## src/hdl/ckg_pkg.sv

```systemverilog
// shared types, constants and helpers for the color key fill and gradient block
`timescale 1ns / 1ps
package ckg_pkg;

	localparam int MAX_SLOTS = 3;
	localparam int CH_W      = 8;
	localparam int PIX_W     = 3 * CH_W;
	localparam int SQ_W      = 2 * CH_W;
	localparam int DIST_W    = 18;
	localparam int NUM_W     = 17;
	localparam int MATCH_W   = 45;
	localparam int CFG_IDX_W = 3;

	// match word layout
	localparam int MATCH_USE_IMG = 44;
	localparam int MATCH_ALL     = 43;
	localparam int THR_LSB       = 24;

	// register indexes
	localparam logic [CFG_IDX_W-1:0] REG_GRADIENT = 3'd0;
	localparam logic [CFG_IDX_W-1:0] REG_COUNT    = 3'd1;
	localparam logic [CFG_IDX_W-1:0] REG_MATCH0   = 3'd2;
	localparam logic [CFG_IDX_W-1:0] REG_FILL0    = 3'd5;

	localparam logic [1:0] NO_HIT = 2'd3;
	localparam logic [CH_W-1:0] CH_MAX = 8'd255;

	typedef logic [PIX_W-1:0]   rgb_t;
	typedef logic [CH_W-1:0]    chan_t;
	typedef logic [MATCH_W-1:0] match_t;

	// input word as it travels the first stages
	typedef struct packed {
		rgb_t                  pixel;
		rgb_t [MAX_SLOTS-1:0]  img;
	} pix_word_t;

	typedef struct packed {
		pix_word_t w;
		chan_t     v;
	} s1_word_t;

	typedef struct packed {
		rgb_t       res;
		rgb_t       bg;
		chan_t      v;
		logic [1:0] hit;
	} s2_word_t;

	typedef struct packed {
		logic [2:0][NUM_W-1:0] num;
		rgb_t                  res;
		logic [1:0]            hit;
	} s3_word_t;

	// channel k of a pixel, k = 0 is red
	function automatic chan_t chan(input rgb_t rgb, input int k);
		return rgb[(2 - k) * CH_W +: CH_W];
	endfunction

endpackage

```

## src/hdl/ckg_dist.sv

```systemverilog
// stage 1: per-channel squared key distances and brightest channel
`timescale 1ns / 1ps
module ckg_dist import ckg_pkg::*; #(
	parameter int NUM_ENTRIES = 3
) (
	input  logic                                  clk,
	input  logic                                  arst_n,
	input  logic                                  en,
	input  logic                                  in_valid,
	input  pix_word_t                             in_word,
	input  rgb_t                                  key [NUM_ENTRIES],
	output logic                                  valid_s1,
	output s1_word_t                              word_s1,
	output logic [NUM_ENTRIES-1:0][2:0][SQ_W-1:0] sq_s1
);

	logic [NUM_ENTRIES-1:0][2:0][SQ_W-1:0] sq_c;
	chan_t v_c;

	always_comb begin
		chan_t a;
		chan_t b;
		chan_t d;
		for (int e = 0; e < NUM_ENTRIES; e++) begin
			for (int k = 0; k < 3; k++) begin
				a = chan(in_word.pixel, k);
				b = chan(key[e], k);
				d = (a >= b) ? (a - b) : (b - a);
				sq_c[e][k] = SQ_W'(d) * SQ_W'(d);
			end
		end
	end

	always_comb begin
		v_c = '0;
		for (int k = 0; k < 3; k++) begin
			if (chan(in_word.pixel, k) > v_c) begin
				v_c = chan(in_word.pixel, k);
			end
		end
	end

	always_ff @(posedge clk or negedge arst_n) begin
		if (!arst_n) begin
			valid_s1 <= 1'b0;
		end else if (en) begin
			valid_s1 <= in_valid;
		end
	end

	always_ff @(posedge clk) begin
		if (en && in_valid) begin
			word_s1.w <= in_word;
			word_s1.v <= v_c;
			sq_s1     <= sq_c;
		end
	end

endmodule

```

## src/hdl/ckg_match.sv

```systemverilog
// stage 2: threshold compare, first-hit select and fill color pick
`timescale 1ns / 1ps
module ckg_match import ckg_pkg::*; #(
	parameter int NUM_ENTRIES = 3
) (
	input  logic                                  clk,
	input  logic                                  arst_n,
	input  logic                                  en,
	input  logic                                  in_valid,
	input  s1_word_t                              in_word,
	input  logic [NUM_ENTRIES-1:0][2:0][SQ_W-1:0] sq,
	input  match_t                                entry_match [NUM_ENTRIES],
	input  rgb_t                                  entry_fill [NUM_ENTRIES],
	input  logic                                  gradient,
	input  logic [1:0]                            count,
	output logic                                  valid_s2,
	output s2_word_t                              word_s2
);

	rgb_t       color [NUM_ENTRIES];
	logic [NUM_ENTRIES-1:0] hits;
	logic [NUM_ENTRIES-1:0] active;
	rgb_t       res_c;
	logic [1:0] hit_c;

	always_comb begin
		logic [DIST_W-1:0] sq_sum;
		for (int e = 0; e < NUM_ENTRIES; e++) begin
			sq_sum = DIST_W'(sq[e][0]) + DIST_W'(sq[e][1]) + DIST_W'(sq[e][2]);
			hits[e] = entry_match[e][MATCH_ALL] ||
				(sq_sum <= entry_match[e][THR_LSB +: DIST_W]);
			color[e] = entry_match[e][MATCH_USE_IMG] ? in_word.w.img[e] : entry_fill[e];
			// entry 0 is the background in gradient mode
			active[e] = (2'(e) < count) && !(gradient && (e == 0));
		end
	end

	always_comb begin
		logic found;
		found = 1'b0;
		hit_c = NO_HIT;
		res_c = in_word.w.pixel;
		for (int e = 0; e < NUM_ENTRIES; e++) begin
			if (!found && active[e] && hits[e]) begin
				found = 1'b1;
				hit_c = 2'(e);
				res_c = color[e];
			end
		end
	end

	always_ff @(posedge clk or negedge arst_n) begin
		if (!arst_n) begin
			valid_s2 <= 1'b0;
		end else if (en) begin
			valid_s2 <= in_valid;
		end
	end

	always_ff @(posedge clk) begin
		if (en && in_valid) begin
			word_s2.res <= res_c;
			word_s2.bg  <= color[0];
			word_s2.v   <= in_word.v;
			word_s2.hit <= hit_c;
		end
	end

endmodule

```

## src/hdl/ckg_blend.sv

```systemverilog
// stages 3 and 4: gradient blend products, divide by 255 with rounding, saturate
`timescale 1ns / 1ps
module ckg_blend import ckg_pkg::*; (
	input  logic       clk,
	input  logic       arst_n,
	input  logic       en_s3,
	input  logic       en_s4,
	input  logic       in_valid,
	input  s2_word_t   in_word,
	input  logic       gradient,
	input  logic       multi,
	output logic       valid_s3,
	output logic       valid_s4,
	output rgb_t       color_s4,
	output logic [1:0] hit_s4
);

	s3_word_t word_s3;
	logic [2:0][NUM_W-1:0] num_c;
	rgb_t blend_c;

	// numerator per channel, rounding offset folded in
	always_comb begin
		chan_t a;
		chan_t b;
		logic [SQ_W-1:0] pa;
		logic [SQ_W-1:0] pb;
		for (int k = 0; k < 3; k++) begin
			a  = chan(in_word.res, k);
			b  = chan(in_word.bg, k);
			pa = SQ_W'(a) * SQ_W'(multi ? in_word.v : CH_MAX);
			pb = SQ_W'(b) * SQ_W'(CH_MAX - in_word.v);
			num_c[k] = NUM_W'(pa) + NUM_W'(pb) + NUM_W'(127);
		end
	end

	// x / 255 as (x + x/256 + 1) / 256, exact up to a quotient of 256,
	// larger quotients may come out one low but still saturate
	always_comb begin
		logic [NUM_W-1:0] x;
		logic [NUM_W-1:0] t;
		logic [8:0] q;
		for (int k = 0; k < 3; k++) begin
			x = word_s3.num[k];
			t = x + (x >> 8) + NUM_W'(1);
			q = t[16:8];
			blend_c[(2 - k) * CH_W +: CH_W] = (q > 9'd255) ? CH_MAX : q[7:0];
		end
	end

	always_ff @(posedge clk or negedge arst_n) begin
		if (!arst_n) begin
			valid_s3 <= 1'b0;
			valid_s4 <= 1'b0;
		end else begin
			if (en_s3) begin
				valid_s3 <= in_valid;
			end
			if (en_s4) begin
				valid_s4 <= valid_s3;
			end
		end
	end

	always_ff @(posedge clk) begin
		if (en_s3 && in_valid) begin
			word_s3.num <= num_c;
			word_s3.res <= in_word.res;
			word_s3.hit <= in_word.hit;
		end
		if (en_s4 && valid_s3) begin
			color_s4 <= gradient ? blend_c : word_s3.res;
			hit_s4   <= word_s3.hit;
		end
	end

endmodule

```

## src/hdl/color_key_fill_and_gradient.sv

```systemverilog
// top level: color key fill and gradient blend pipeline with config registers
//
// channel   dir   width  contents (lowest bits first)
// s_*       in    96     pixel_color, image_pixel_0, image_pixel_1, image_pixel_2
// m_*       out   32     out_color, hit_entry, zero pad
// cfg_*     in    45     register write, index 0..7
//
// four register stages: squares and max channel, threshold and select,
// blend products, divide and saturate; one word enters per cycle while s_tready is high
// every stage takes a new word each cycle, so one pixel per clock while m_tready is high
// arst_n clears valid bits and config registers (entry_count resets to 1)
// each stage holds while the next is full and stalled; bubbles are squeezed out
// config is expected to change only while the pipeline is empty
`timescale 1ns / 1ps
module color_key_fill_and_gradient import ckg_pkg::*; #(
	parameter int NUM_ENTRIES = 3
) (
	input  logic                 clk,
	input  logic                 arst_n,
	// pixel_color [23:0], image_pixel_0 [47:24], image_pixel_1 [71:48], image_pixel_2 [95:72]
	input  logic [95:0]          s_tdata,
	input  logic                 s_tvalid,
	output logic                 s_tready,
	// out_color [23:0], hit_entry [25:24], zero [31:26]
	output logic [31:0]          m_tdata,
	output logic                 m_tvalid,
	input  logic                 m_tready,
	input  logic                 cfg_we,
	input  logic [CFG_IDX_W-1:0] cfg_index,
	input  logic [MATCH_W-1:0]   cfg_data
);

	// configuration registers
	logic       gradient_q;
	logic [1:0] entry_count_q;
	match_t     entry_match_q [NUM_ENTRIES];
	rgb_t       entry_fill_q  [NUM_ENTRIES];

	logic [1:0] count_c;
	rgb_t       key_c [NUM_ENTRIES];

	pix_word_t  in_word;
	logic       valid_s1, valid_s2, valid_s3, valid_s4;
	logic       adv1, adv2, adv3, adv4;
	s1_word_t   word_s1;
	s2_word_t   word_s2;
	logic [NUM_ENTRIES-1:0][2:0][SQ_W-1:0] sq_s1;
	rgb_t       color_s4;
	logic [1:0] hit_s4;

	always_ff @(posedge clk or negedge arst_n) begin
		if (!arst_n) begin
			gradient_q    <= 1'b0;
			entry_count_q <= 2'd1;
			for (int e = 0; e < NUM_ENTRIES; e++) begin
				entry_match_q[e] <= '0;
				entry_fill_q[e]  <= '0;
			end
		end else if (cfg_we) begin
			if (cfg_index == REG_GRADIENT) begin
				gradient_q <= cfg_data[0];
			end
			if (cfg_index == REG_COUNT) begin
				entry_count_q <= cfg_data[1:0];
			end
			// writes to entries past NUM_ENTRIES are dropped, they are never read
			for (int e = 0; e < NUM_ENTRIES; e++) begin
				if (cfg_index == REG_MATCH0 + CFG_IDX_W'(e)) begin
					entry_match_q[e] <= cfg_data;
				end
				if (cfg_index == REG_FILL0 + CFG_IDX_W'(e)) begin
					entry_fill_q[e] <= cfg_data[PIX_W-1:0];
				end
			end
		end
	end

	// entry count clamped to 1..NUM_ENTRIES, zero acts as one
	always_comb begin
		priority if (entry_count_q == 2'd0) begin
			count_c = 2'd1;
		end else if (entry_count_q > 2'(NUM_ENTRIES)) begin
			count_c = 2'(NUM_ENTRIES);
		end else begin
			count_c = entry_count_q;
		end
	end

	always_comb begin
		for (int e = 0; e < NUM_ENTRIES; e++) begin
			key_c[e] = entry_match_q[e][PIX_W-1:0];
		end
	end

	// stall chain: a stage moves when it is empty or the next one moves
	assign adv4     = !valid_s4 || m_tready;
	assign adv3     = !valid_s3 || adv4;
	assign adv2     = !valid_s2 || adv3;
	assign adv1     = !valid_s1 || adv2;
	assign s_tready = adv1;

	assign in_word.pixel  = s_tdata[23:0];
	assign in_word.img[0] = s_tdata[47:24];
	assign in_word.img[1] = s_tdata[71:48];
	assign in_word.img[2] = s_tdata[95:72];

	ckg_dist #(
		.NUM_ENTRIES (NUM_ENTRIES)
	) u_dist (
		.clk      (clk),
		.arst_n   (arst_n),
		.en       (adv1),
		.in_valid (s_tvalid),
		.in_word  (in_word),
		.key      (key_c),
		.valid_s1 (valid_s1),
		.word_s1  (word_s1),
		.sq_s1    (sq_s1)
	);

	ckg_match #(
		.NUM_ENTRIES (NUM_ENTRIES)
	) u_match (
		.clk         (clk),
		.arst_n      (arst_n),
		.en          (adv2),
		.in_valid    (valid_s1),
		.in_word     (word_s1),
		.sq          (sq_s1),
		.entry_match (entry_match_q),
		.entry_fill  (entry_fill_q),
		.gradient    (gradient_q),
		.count       (count_c),
		.valid_s2    (valid_s2),
		.word_s2     (word_s2)
	);

	ckg_blend u_blend (
		.clk      (clk),
		.arst_n   (arst_n),
		.en_s3    (adv3),
		.en_s4    (adv4),
		.in_valid (valid_s2),
		.in_word  (word_s2),
		.gradient (gradient_q),
		.multi    (count_c > 2'd1),
		.valid_s3 (valid_s3),
		.valid_s4 (valid_s4),
		.color_s4 (color_s4),
		.hit_s4   (hit_s4)
	);

	assign m_tvalid = valid_s4;
	assign m_tdata  = {6'd0, hit_s4, color_s4};

	// an empty output register never blocks the input side
	a_ready_when_empty: assert property (@(posedge clk) disable iff (!arst_n)
		!m_tvalid |-> s_tready)
		else $error("input stalled with empty output stage");

	// a word accepted with no downstream stall passes the stage registers in order and reaches the output
	a_latency: assert property (@(posedge clk) disable iff (!arst_n)
		(s_tvalid && s_tready) ##1 m_tready ##1 m_tready ##1 m_tready |=> m_tvalid)
		else $error("accepted word did not reach the output");

	// a stalled first stage keeps its word
	a_hold_s1: assert property (@(posedge clk) disable iff (!arst_n)
		(valid_s1 && !adv2) |=> valid_s1)
		else $error("stage 1 word lost during stall");

endmodule
```

## config.mk

```make
export PLATFORM = sky130hd
export DESIGN_NAME = color_key_fill_and_gradient
export DESIGN_NICKNAME = d
export VERILOG_FILES = /design/src/hdl/ckg_pkg.sv /design/src/hdl/ckg_dist.sv /design/src/hdl/ckg_match.sv /design/src/hdl/ckg_blend.sv /design/src/hdl/color_key_fill_and_gradient.sv
export SDC_FILE = /design/constraint.sdc
export NUM_CORES = 2
export LEC_CHECK = 0
export ABC_AREA = 0
export BUFFER_PORTS_ARGS = -buffer_cell sky130_fd_sc_hd__buf_2
export CORE_UTILIZATION = 25
export CTS_CLUSTER_SIZE = 16
export DETAILED_ROUTE_END_ITERATION = 10
export MAX_ROUTING_LAYER = met4
export PLACE_DENSITY = 0.5
export SETUP_SLACK_MARGIN = 0.02
export SLEW_MARGIN = 20
export SYNTH_ARGS = -nofsm -noshare
export SYNTH_HDL_FRONTEND = slang
export SYNTH_HIERARCHICAL = 1
export SYNTH_SLANG_ARGS = --single-unit
```

## constraint.sdc

```tcl
create_clock -name clk -period 15.8 [get_ports clk]
set_clock_uncertainty 0.1 [all_clocks]
set_input_delay 1.58 -clock clk [delete_from_list [all_inputs] [get_ports clk]]
set_output_delay 1.58 -clock clk [all_outputs]
set_load 0.02 [all_outputs]
```

After elaboration in Yosys (flattened, before gate mapping)
Cells that the tools add are included.
Operators by class
  shifts and indexed selects: 0
  mux-type cells: 29
  order comparisons: 23
  bitwise logic cells: 0
  reductions and logical operators: 34
  divide/modulo/power cells: 0
  $add $sub $neg: 37
  equality and inequality tests: 7
  multiply operators: 15
Operators by type and width (number)
  $mux 24: 7
  $mul 8x8->16: 10
  $sub 8x8->8: 18
  $mux 8: 16
  $add 16x16->17: 6
  $mul 8x16->16: 5
  $ge 8x8->1: 9
  $add 18x16->18: 3
  $le 18x18->1: 3
  $add 17x1->17 const B: 3
  $add 17x7->17 const B: 3
  $add 17x9->17: 3
  $gt 9x8->1 const B: 3
  $gt 8x8->1: 2
  $reduce_and 2->1: 8
  $eq 3x3->1 const B: 4
  $logic_and 1x1->1: 10
  $sub 8x8->9 const A: 1
  $gt 8x1->1 const B: 1
  $mux 2: 4
  $logic_not 1->1: 7
  $logic_or 1x1->1: 7
  $eq 3x2->1 const B: 2
  $lt 1x2->1 const A: 2
  7 further kinds: 8
Word-level totals
  register bits: 623
  memory bits (read-only): 0
  bits of input ports: 149
  latch bits: 0
  memories: 0
  RAM bits: 0
  output and inout port bits: 34
  word-level logic and storage cells: 182

Longest topological paths before layout
  word-level depth: 15
  gate-level depth with buffers: 30
  gate-level depth less buffers: 29

By module
Netlist, hierarchy kept.
By module, submodules not included
  ckg_dist: seq. area each 7201.9 sq um, cells an instance 2811, area each 27885.5 sq um, instances 1
  ckg_blend: seq. area each 3143.0 sq um, cells an instance 2051, area each 19324.8 sq um, instances 1
  ckg_match: seq. area each 1766.7 sq um, cells an instance 943, area each 8727.1 sq um, instances 1
  color_key_fill_and_gradient: seq. area each 5256.3 sq um, cells an instance 466, area each 8405.6 sq um, instances 1

Worst setup path after synthesis
No wires, ideal clock.
  path type: input-to-reg
  start point: input port m_tready
  end point: register, netlist name u_dist/sq_s1[0]
  buffers on the path: 0
  cell stages on the path: 3
  data required time: 15.072 ns
  path slack: 7.707 ns
  library setup time: 0.628 ns
  arrival: 7.365 ns
  cell sequence: nor2b_1 > nand4_1 > and2_1
On the way
  cells in the longest elaborated chain, start to end: 5
Ends and longest elaborated chain
  start: declaration: RTL line color_key_fill_and_gradient.sv:27  | input logic m_tready,
  $logic_or 1x1->1: RTL line color_key_fill_and_gradient.sv:96  | assign adv4 = !valid_s4 || m_tready;
  $logic_or 1x1->1: RTL line color_key_fill_and_gradient.sv:97  | assign adv3 = !valid_s3 || adv4;
  $logic_or 1x1->1: RTL line color_key_fill_and_gradient.sv:98  | assign adv2 = !valid_s2 || adv3;
  $logic_or 1x1->1: RTL line color_key_fill_and_gradient.sv:99  | assign adv1 = !valid_s1 || adv2;
  via s_tready: RTL line color_key_fill_and_gradient.sv:23  | output logic s_tready,
  $logic_and 1x1->1: RTL line ckg_dist.sv:52  | if (en && in_valid) begin
The timed path passes the listed nets, and every way through them passes these cells.
A chain may end at the register's enable or synchronous reset.

==> impl_results.md <==
- Ratio of cells with drive above 1 in the final layout: 0.117
- Commonest non-fill, non-tap cell in the layout: inv_1
- Height of the die: between 500 and 600 um
- Wirelength, routed: around 180 mm
- Drt drc: 0
- R2R depth: 26
- Max incr delay on CP: a little over 800 ps
- Cts bufs inserted: 82
- Most frequent cells in the layout: 1066 x inv_1, 814 x ha_1, 553 x fa_1
- Final Hold Fails: 0
- Critical path class: in2reg
- Vias in the first global route: about 46000
- Buffer depth of the longest clock path: 3
- IO buf count: roughly 180
- CP bufs+invs: 3
- DR pass1 iterations: 5
- Setup bufs post-CTS: 0
- Top-level port count: 183
- WP data required: 16150 ps
- Antenna-violating nets left: 0
- Largest net degree at the start of global routing: 133
- First-pass GRT wire length: roughly 270 mm
- Fmax: approximately 120 MHz
- Avg Synthesized Cell Area: 10.3 um2
- Most Frequent Cell on Critical Path: fa_1
- Max-cap violations: 0
- DR vias: approximately 44000
- Cells after synthesis: around 6300
- Tcrit/Tclk final: 0.546
- Critical-path maximum fanout: 10
- # rows: between 150 and 200
- Slowest stage cell on the critical path: xor2_1
- Overall routing resource usage: 0.140
- Synth Warn #: 6
- Drt wl/cell: 17.7 um
- Number of DRC markers in iteration 0: 2226
- Remaining global-route overflow: 0
- Hold_buf cts: 0
- Outcome: complete, no violations
- TritonCTS clock tree: yes
- CTS resizes: 0
- CTS clk-pin slew, worst paths: approximately 60 ps
- Final setup viols: 0
- RD Place Congestion: 0.866
- # clock sinks: 611
- Final Critical Period: approximately 8600 ps
- Unrepaired setup endpoints after global routing: false
- Worst setup SP type: input pin
- Endpoint type of the worst setup path: flip-flop
- DP Wirelength: approximately 140 mm
- Slew @ Worst Pin: about 1100 ps
- Max Slew Vio Count: 0
- Family with the most delay on the worst path: adder cells
- Layout Nets: between 7000 and 8000
- Chip width: roughly 510 um
- Initial Util: 0.252
- Drt via density: ~4.5
- Root buf cell: clkbuf_16
- Die area: about 260000 um2
- Post-Route Setup TNS: 0 ps
- Core area: about 250000 um2
- Initial antenna violation count: 23
- P&R area growth vs syn: 11.8%
- CP arrival: 8970 ps
- Synthesized cell area: 64200 um2
- Critical Path Stages: 25
- Clock Latency Late Sink: between 700 and 800 ps
- Hold Crit Class: reg2reg
- Slew margin rel.: 0.232
- Htree depth: 3
- Worst Hold Depth: 0
layout make-up:
class | count | area, um2
flip-flops and latches | 611 | 17300
multi-input cells | 4438 | 42000
inverters | 1069 | 4010
repair buffers | 229 | 1310
clock inverters | 54 | 659
well taps | 3366 | 4210
clock buffers | 100 | 2210
fillers | 26600 | 183000
diodes | 12 | 30.0
registers in the layout, summed over array words and instances (netlist names):
register	cells
u_match/valid_s2	1
u_blend/hit_s4	2
u_blend/valid_s4	1
u_dist/sq_s1	135
u_blend/valid_s3	1
u_match/word_s2	58
u_blend/word_s3	77
u_dist/valid_s1	1
entry_count_q	2
entry_fill_q	72
u_dist/word_s1	104
gradient_q	1
u_blend/color_s4	24
entry_match_q	132
final timing paths:
| path | start | to | slack (ps) |
|---|---|---|---|
| worst max-delay path | s_tdata[16] | u_dist/sq_s1[111] | 7180 |
| worst min-delay path | u_dist/word_s1[1] | u_match/word_s2[3] | 320 |
| worst max register to register | u_match/word_s2[2] | u_blend/word_s3[42] | 7370 |
| worst min register to register | u_dist/word_s1[1] | u_match/word_s2[3] | 320 |
| max in group asynchronous | arst_n | entry_match_q[89] | 13550 |
| min in group asynchronous | arst_n | entry_match_q[116] | 730 |
per-stage QoR:
step                       util  worst slack [ps]  area, um2  hold WS (ps)  std cells
after CTS                 0.281              7220      71700           318       9866
after global routing      0.282              6880      71800           336       9875
after floorplan               -              7710      64300           300       6278
final                     0.282              7180      71800           315       9879
after detailed placement  0.270              6470      68900           305       9712
after global placement    0.270              6430      68900           309       9712
metal layers:
layer | GRT usage | routed length [um] | vias to the layer above
met1 | 0.165 | 75100 | 21800
met2 | 0.241 | 87800 | 697
met3 | 0.0187 | 5910 | 257
met5 | - | 0 | -
li1 | - | - | 21300
met4 | 0.0511 | 6430 | 0
Power is not shown: default switching activity piles up to over one toggle a cycle in this logic, so the estimate is an artifact.
